## config.mk

```make
export PLATFORM = sky130hd
export DESIGN_NAME = sssvf_cap
export DESIGN_NICKNAME = d
export VERILOG_FILES = /design/src/sssvf_pkg.sv /design/src/sssvf_cap.sv
export SDC_FILE = /design/constraint.sdc
export NUM_CORES = 2
export LEC_CHECK = 0
export ABC_AREA = 1
export BUFFER_PORTS_ARGS = -buffer_cell sky130_fd_sc_hd__buf_2
export CORE_AREA = 5 5 371 373
export CTS_BUF_LIST = sky130_fd_sc_hd__clkbuf_8
export CTS_CLUSTER_DIAMETER = 60
export DETAILED_ROUTE_END_ITERATION = 10
export DIE_AREA = 0 0 376 378
export PLACE_DENSITY = 0.73
export SYNTH_ARGS = -nofsm -noshare
export SYNTH_HDL_FRONTEND = slang
export SYNTH_SLANG_ARGS = --single-unit
```

## constraint.sdc

```tcl
create_clock -name i_clk -period 8.3 [get_ports i_clk]
set_clock_uncertainty 0.15 [all_clocks]
set_input_delay 0.83 -clock i_clk [delete_from_list [all_inputs] [get_ports i_clk]]
set_output_delay 0.83 -clock i_clk [all_outputs]
set_load 0.05 [all_outputs]
```

## src/sssvf_pkg.sv

```systemverilog
package sssvf_pkg;

    localparam int NORM_BITS  = 30;
    localparam int DIV_STAGES = 32;

    localparam logic [1:0]  AXIS_X     = 2'd0;
    localparam logic [1:0]  AXIS_Y     = 2'd1;
    localparam logic [1:0]  AXIS_Z     = 2'd2;
    localparam logic [31:0] THREE_NORM = 32'd3 << NORM_BITS;

endpackage

```

## src/sssvf_cap.sv

```systemverilog
module sssvf_cap (
    input  logic        i_clk,
    input  logic        i_en,
    input  logic [31:0] i_u,
    output logic [62:0] o_g
);
    import sssvf_pkg::*;

    logic [63:0] w_sq;
    logic [64:0] w_g;
    logic [62:0] r_sq;
    logic [31:0] r_tmu;
    logic [62:0] r_g;

    assign w_sq = 64'(i_u) * 64'(i_u);
    assign w_g  = 65'(r_sq[62:NORM_BITS]) * 65'(r_tmu);

    always_ff @(posedge i_clk) begin
        if (i_en) begin
            r_sq  <= w_sq[62:0];
            r_tmu <= THREE_NORM - i_u;
            r_g   <= w_g[62:0];
        end
    end

    assign o_g = r_g;

endmodule

```

==> results.py <==
metrics = {
    "cts": {
        "insertion_delay_ns": 0.55,
        "htreeDepth": 4,
        "post-cts-setup-buffers": 0,
        "cts_made_buffers": 17,
        "cts_tree": "yes",
        "clockBufferDepth": 2,
        "cts_resized": 0,
        "clkSlewWorstSetupHoldPaths_ns": 0.09,
        "cts-hold-fix-buffers": 0,
        "clkSinkCount": 128,
        "ctsRootBufferMaster": "clkbuf_8",
    },
    "timing": {
        "tns_ns": 0,
        "timing.final.crit_share_pct": 98.11,
        "timing_hold_violations_final": 0,
        "worstMarginPinSlew_ns": 1.362,
        "drv_slew": 0,
        "max_freq_mhz": 122.8,
        "setup_violations": 0,
        "rsz0062_at_grt": "no",
        "post-route-worst-setup-slack_ns": 0.1569,
        "relSlewSlack_pct": 9.225,
        "post-route-min-period_ns": 8.143,
    },
    "detailed_routing": {
        "initialDrtViolationCount": 4316,
        "viasPerCell": 5.175,
        "drt_wl_total_um": 204500,
        "drt_pre_antenna_iters": 6,
        "vias": 56440,
        "drc": 0,
        "detail-route-antenna-nets": 0,
        "wire_per_inst_um": 18.75,
    },
    "cells_and_area": {
        "utilization_pct": 55.83,
        "area_delta_synth_final_pct": 4.285,
        "antenna_cells": 0,
        "final_cell_mix": "3090 x inv_1, 2657 x nand2_1, 1731 x fa_1, 518 x ha_1, 202 x nor2_1",
        "drive_gt1_share_pct": 3.441,
        "fin_nets": 11400,
        "final_common_cell": "inv_1",
    },
    "synthesis": {
        "synthDistinctLibCells": 35,
        "synthFlopType": "edfxtp_1",
        "syn_area_per_cell_um2": 7.816,
        "ys.warnings.count": 0,
        "async_flop_share_pct": 0,
        "synthTopCellsByArea": "fa_1 48%, inv_1 16%, nand2_1 14%, ha_1 9.0%, edfxtp_1 5.3%",
        "syn-cell-area_mm2": 0.07190,
        "yosys.area.top_type_share_pct": 48.20,
        "synth-seq-area-share_pct": 5.346,
        "syn_inst": 9198,
        "synth_edf_count": 128,
        "synth_seq_cells": 128,
        "synth_top_cell_by_area": "fa_1",
        "syn-num-nets": 11480,
    },
    "critical_path": {
        "cp_num_buf_inv": 4,
        "end_kind": "register",
        "required_ns": 8.44,
        "reg2reg_slack_ns": 0.16,
        "path_delay_family": "adder cells",
        "max_stage_delay_ns": 1.04,
        "crit_start": "r_sq[42]",
        "reg2regPathDepth": 22,
        "critPathKind": "register to register",
        "reg2reg_to": "o_g[60]",
        "worstPathArrival_ns": 8.29,
        "startpoint_type": "register",
        "timing.rr.start": "r_sq[42]",
        "cp.depth": 22,
        "setup.worst_path.end": "o_g[60]",
        "cp_cell_sequence": "buf_4, nand2_1, fa_1, inv_1, fa_1, fa_1, fa_1, fa_1, fa_1, fa_1, inv_1, fa_1, inv_1, ha_1, nand2_1, nor2_1, nand2_1, nor2_1, and3_1, nand2_1, nand3_1, nand2_1",
        "path_common_cell": "fa_1",
        "critical_path.max_fanout": 21,
        "crit_slowest_cell": "edfxtp_1",
    },
    "placed_design": {
        "dp_hpwl_um": 175800,
        "pre_cts_slack_ns": 0.2277,
        "portBuffers": 96,
        "gp_congestion": 1.032,
    },
    "floorplan": {
        "fp.dieH_um": 378,
        "fp.dieW_um": 376,
        "dieArea_mm2": 0.1421,
        "start_util_pct": 53.54,
        "rows": 135,
        "boundaryPins": 97,
        "coreArea_mm2": 0.1343,
    },
    "grt": {
        "grt_max_degree": 66,
        "grt_pass1_wl_um": 328500,
        "grt_pass1_vias": 62090,
        "antenna_found_initial": 1,
        "track_usage_pct": 29.69,
        "overflow": 0,
    },
    "job": {
        "drv_cap": 0,
    },
    "min_path": {
        "worstHoldPathType": "input pin to register",
    },
    "status": {
        "status": "finished, final reports clean",
    },
}
-- cells by family after synthesis --
kind of cell             share of synthesized area (%)
adder cells (fa/ha/maj)                          57.21
XOR/XNOR                                         1.060
buffers and inverters                            18.00
flip-flops                                       5.346
AO/OA/AOI/OAI                                    1.166
AND/OR/NAND/NOR                                  17.21
-- per-stage QoR --
step           std cells  hold WS, ns  area, um^2
2_1_floorplan       9198       0.4180       71900
3_3_place_gp       10880       0.8132       74630
3_5_place_dp       10880       0.8237       74630
4_1_cts            10910       0.6263       74980
5_1_grt            10910       0.6489       74980
6_report           10910       0.6487       74980
-- sequential cells by signal, indices dropped and copies added, names as in the netlist --
register  flops
r_sq         34
r_tmu        31
o_g          63
-- synth_stat cells, types with 16 or more instances --
library cell and count:
buf_1 24, xor2_1 69, o21ai_0 16, nand2_1 2657, a21oi_1 101, nor2_1 202
edfxtp_1 128, o21bai_1 28, nand3_1 138, nor3_1 29, clkbuf_1 323, inv_1 3085
nand4_1 52, ha_1 518, fa_1 1731, xnor2_1 18
-- routing by layer --
layer,routed length (um),vias to the layer above,global-route usage [%],share of wire [%]
met5,0,-,0,0
met4,12710,0,14.89,6.2
met3,15230,684,4.725,7.4
met2,102200,2407,52.49,50
met1,74360,28160,35.23,36
li1,-,25190,-,-
-- worst min-delay path by stage --
stage | start | endpoint | slack, ns | cells past startpoint
global route | i_en | o_g[24] | 0.65 | 1
global placement | r_sq[0] | o_g[0] | 0.81 | 3
CTS | i_en | o_g[24] | 0.63 | 1
finish | i_en | o_g[24] | 0.65 | 1
detailed placement | r_sq[0] | o_g[0] | 0.82 | 3
floorplan | r_sq[30] | o_g[0] | 0.42 | 2
-- final cells by class --
class,instances,area (um^2)
clock buffer,17,234.0
clock inverter,13,110.1
fill,12330,59310
inverter,3088,11590
multi-input combinational,5628,55110
sequential,128,3844
tap,1781,2228
timing repair buffer,252,1858
Power is left out: the tool's default activity adds up to more than one toggle a clock period on the data nets, which glitch-free logic cannot reach.
