$ cat config.mk
export PLATFORM = sky130hd
export DESIGN_NAME = sssvf_div
export DESIGN_NICKNAME = d
export VERILOG_FILES = /design/src/sssvf_pkg.sv /design/src/sssvf_div.sv
export SDC_FILE = /design/constraint.sdc
export NUM_CORES = 2
export LEC_CHECK = 0
export BUFFER_PORTS_ARGS = -buffer_cell sky130_fd_sc_hd__clkbuf_2
export CAP_MARGIN = 0
export CORE_ASPECT_RATIO = 0.75
export CORE_MARGIN = 2
export CORE_UTILIZATION = 45
export DETAILED_ROUTE_END_ITERATION = 8
export GPL_TIMING_DRIVEN = 0
export PLACE_DENSITY = 0.67
export SLEW_MARGIN = 20
export SYNTH_ARGS = -nofsm -noshare
export SYNTH_HDL_FRONTEND = slang
export SYNTH_SLANG_ARGS = --single-unit
$ cat constraint.sdc
create_clock -name i_clk -period 3.4 [get_ports i_clk]
set_clock_uncertainty 0.15 [all_clocks]
set_input_delay 0.51 -clock i_clk [delete_from_list [all_inputs] [get_ports i_clk]]
set_output_delay 0.51 -clock i_clk [all_outputs]
set_load 0.03 [all_outputs]
$ cat src/sssvf_pkg.sv
package sssvf_pkg;

    localparam int NORM_BITS  = 30;
    localparam int DIV_STAGES = 32;

    localparam logic [1:0]  AXIS_X     = 2'd0;
    localparam logic [1:0]  AXIS_Y     = 2'd1;
    localparam logic [1:0]  AXIS_Z     = 2'd2;
    localparam logic [31:0] THREE_NORM = 32'd3 << NORM_BITS;

endpackage

$ cat src/sssvf_div.sv
module sssvf_div (
    input  logic        i_clk,
    input  logic        i_en,
    input  logic [32:0] i_h,
    input  logic [30:0] i_r,
    output logic [31:0] o_q
);
    import sssvf_pkg::*;

    logic [30:0] r_rem [0:DIV_STAGES-1];
    logic [31:0] r_lo  [0:DIV_STAGES-1];
    logic [30:0] r_div [0:DIV_STAGES-1];
    logic [31:0] r_q   [0:DIV_STAGES];

    assign r_rem[0] = i_h[32:2];
    assign r_lo[0]  = {i_h[1:0], 30'd0};
    assign r_div[0] = i_r;
    assign r_q[0]   = '0;

    // one quotient bit per stage, remainder stays below the divisor
    for (genvar k = 0; k < DIV_STAGES; k++) begin : g_stage
        logic [31:0] w_sh;
        logic [31:0] w_sub;
        logic        w_ge;

        assign w_sh  = {r_rem[k], r_lo[k][31]};
        assign w_sub = w_sh - {1'b0, r_div[k]};
        assign w_ge  = w_sh >= {1'b0, r_div[k]};

        always_ff @(posedge i_clk) begin
            if (i_en) begin
                r_q[k+1] <= {r_q[k][30:0], w_ge};
            end
        end

        if (k < DIV_STAGES - 1) begin : g_carry
            always_ff @(posedge i_clk) begin
                if (i_en) begin
                    r_rem[k+1] <= w_ge ? w_sub[30:0] : w_sh[30:0];
                    r_lo[k+1]  <= {r_lo[k][30:0], 1'b0};
                    r_div[k+1] <= r_div[k];
                end
            end
        end
    end

    assign o_q = r_q[DIV_STAGES];

endmodule

==> impl_metrics.yaml <==
finish:
  layout.nets: 13848
  drive_gt1_share_pct: 24.5
  area_growth_pct: 24.6
  num-fill-cells: 24041
  fin_util_pct: 56.4
  seqCellArea_mm2: 0.0736
  multiInputGateArea_mm2: 0.0634
pwr:
  netSwitchingPower_mw: 67.9
  seqPwrFrac_pct: 29.4
  power_frac_comb_pct: 53.6
  leakagePower_nw: 67.9
  switching_share_pct: 39.0
  vdd_drop_max_mv: 0.482
  power_mw: 174
  p_int_mw: 106
  power.density_mw_per_mm2: 1040
  clockPowerShare_pct: 17.1
clocking:
  path_clk_slew_ns: 0.06
  cts_root_buffer: "clkbuf_16"
  max-clock-path-buffers: 4
  cts_tree: "yes"
  h-tree-depth: 5
  cts.sinks: 2451
  clkLatencyLatePin_ns: 0.86
  numCtsBuffers: 266
sta:
  finalHoldViolCount: 0
  rsz0062_at_grt: "yes"
  period_needed_ns: 3.76
  maxClockFrequency_mhz: 266
  timing.final.ws_setup_ns: -0.355
  setup-violations-final: 407
  worst_pin_slew_ns: 1.04
  finalCritPeriodShare_pct: 110
  slew_headroom_pct: 30.4
  slew_violations: 0
detailed_routing:
  drt_pass1_iterations: 8
  vias: 95382
  viasPerCell: 5.64
  dr.first_iter.drc_count: 8567
  wirelength_um: 365000
  ant_nets: 0
  drc_errors: 0
  wl_per_cell_um: 21.6
yosys:
  synth_edf_count: 2451
  syn-instance-count: 11577
  synth.top_cell.area_share_pct: 54.9
  synth_seq_cells: 2451
  async_flop_share_pct: 0
  yosysUniqueCellTypes: 98
  netlist_area_mm2: 0.134
  ys_seq_area_share_pct: 54.9
  ys.flop_type: "edfxtp_1"
  synth.area.top_cells: "edfxtp_1 55%, ha_1 9.2%, a21oi_1 4.0%, xnor2_1 3.5%, inv_1 3.4%"
  synth_nets: 12665
  yosysTopAreaCell: "edfxtp_1"
  syn_avg_cell_area_um2: 11.6
  yosysWarnings: 0
critical_path:
  cp.arrival_ns: 4.19
  cp-start-kind: "register"
  reg2reg_slack_ns: -0.36
  cp_data_required_time_ns: 3.84
  crit_path_max_fanout: 2
  crit_path_end_kind: "register"
  worstSetupPathType: "reg2reg"
grt:
  grt_max_degree: 101
  grt_pass1_wl_um: 539000
  grt_overflow: 0
  first_global_vias: 91334
  track_usage_pct: 22.8
  antenna_found_initial: 17
outcome:
  violations: "negative setup slack"
  status: "finished, violations left"
floorplanning:
  ios: 98
  start_util_pct: 45.2
  placementRows: 173
  die_w_um: 634
  die_h_um: 477
  core_mm2: 0.296
  die_area_mm2: 0.302
placed_design:
  place_congestion: 0.935
  port_buffers: 97
  dp.final_hpwl_um: 256000
run:
  maxCapViolations: 0
worst_hold_path:
  hp-class: "in2reg"
[kinds of logic (layout without fill, tap and decap cells)]
| kind of cell | Yosys count | in the layout | synth area share, % |
|---|---|---|---|
| flops | 2451 | 2451 | 54.9 |
| buf+inv | 1492 | 2875 | 4.31 |
| xor+xnor | 851 | 851 | 5.56 |
| mux | 343 | 343 | 2.87 |
| other cells | 0 | 7 | 0 |
| fa+ha+maj | 1022 | 1022 | 9.71 |
| compound gates | 3133 | 3133 | 14.6 |
| simple gates | 2285 | 2285 | 8.04 |
[critical path, stage by stage, from the launching register on]
cell	delay, ns
edfxtp_1	0.43
inv_2	0.08
fa_2	0.36
a21o_1	0.20
a221oi_4	0.33
a211oi_2	0.13
or3b_4	0.39
a2111o_1	0.45
a31oi_4	0.20
nor2_1	0.08
nor2_2	0.18
o21bai_1	0.10
xor2_1	0.15
mux2_4	0.27
[final cells by class]
| type | count | area share (%) |
|---|---|---|
| buffer | 238 | 1.57 |
| clock inverter | 170 | 1.15 |
| timing repair buffer | 952 | 5.45 |
| multi-input combinational | 7634 | 37.9 |
| clock buffer | 298 | 4.15 |
| tap | 3937 | 2.95 |
| inverter | 1217 | 2.75 |
| antenna | 7 | 0.0105 |
| sequential | 2451 | 44.1 |
[registers in the layout, indices dropped and copies added, names as in the netlist]
signal	flops
r_div	961
o_q	32
r_q	496
g_stage.w_sh	962
[power groups by stage]
stage,sequential (mW),clock (mW),combinational (mW)
6_report,51.2,29.7,93.4
5_1_grt,51.8,31.6,101
4_1_cts,50.6,30.4,80.1
3_5_place_dp,50.9,0,67.1
3_3_place_gp,51.9,0,63.4
2_1_floorplan,47.8,0,50.5
[metrics by stage]
step / std cells / instance area [µm²] / hold WS (ns) / setup slack, ns / TNS [ns]
floorplan: 11577 / 134000 / 0.250 / -0.109 / -0.155
global placement: 15611 / 140000 / 0.250 / -40.80 / -
detailed placement: 15639 / 140000 / 0.255 / -1.50 / -1125.13
CTS: 16604 / 159000 / 0.0377 / -0.347 / -33.51
global route: 16902 / 167000 / 0.106 / -0.437 / -94.61
finish: 16904 / 167000 / 0.0983 / -0.355 / -40.60
[timing repair]
item	4_1_cts	5_1_grt
endpoints found under the setup margin	972	959
pin swaps	335	509
hold endpoints to repair	90	0
resized for setup	1384	1354
buffers inserted	424	296
hold buffers	65	0
cloned	27	32
[synth_stat cells, types with 13 or more instances]
cell type,n
nor2_1,733
and3_1,81
a211o_1,22
and2_1,44
or4_1,13
or3_1,32
o41ai_1,13
a211oi_1,58
and4_1,23
nor3b_1,15
o21bai_1,131
inv_1,1216
a21o_1,572
o31a_1,17
nand2b_1,121
nor4_1,21
o211ai_1,36
nand4_1,147
a21oi_1,1083
buf_2,38
nand2_1,618
or2_2,27
nor2b_1,104
o21ai_1,20
mux2_2,328
edfxtp_1,2451
a41oi_1,14
nand3_1,174
a31o_2,22
o21a_1,108
o21ai_0,665
a31oi_1,101
nor3_1,96
a2111oi_0,17
fa_1,31
buf_4,35
clkbuf_1,192
a221oi_1,18
xor2_1,315
o31ai_1,51
ha_1,991
o2111ai_1,17
a21boi_0,28
xnor2_1,536
[final timing paths]
kind,startpoint,endpoint,cells after the start
worst max register to register,r_div[62],g_stage[30].w_sh[29],13
worst max-delay path,r_div[62],g_stage[30].w_sh[29],13
worst min-delay path,i_en,r_div[489],2
worst min register to register,r_q[232],r_q[201],0
[cell usage in the layout (no fill, tap or decap), types with 79 or more instances in the layout]
cell	n
a21oi_4	85
a21oi_2	239
a21o_1	572
inv_1	1136
nand3_1	161
o21a_1	103
xnor2_1	531
clkbuf_16	321
nand2b_1	119
buf_4	621
ha_1	842
nand2_1	571
nor3_1	79
buf_6	131
o21bai_1	120
o21ai_2	134
edfxtp_1	2451
o21ai_1	97
mux2_2	224
ha_4	117
clkbuf_2	107
nor2_1	567
nor2_2	97
xor2_1	311
a21oi_1	764
nor2b_1	91
nand4_1	147
mux2_4	107
o21ai_0	419
[metal layers]
metal,track usage (%),vias up,share of wire [%]
met2,33.1,3124,42
met4,6.13,2,2.8
met5,0,-,0.0036
met1,35.4,46783,48
li1,-,44840,-
met3,3.23,633,6.8
Note: power is estimated with default switching activity, not from simulation.
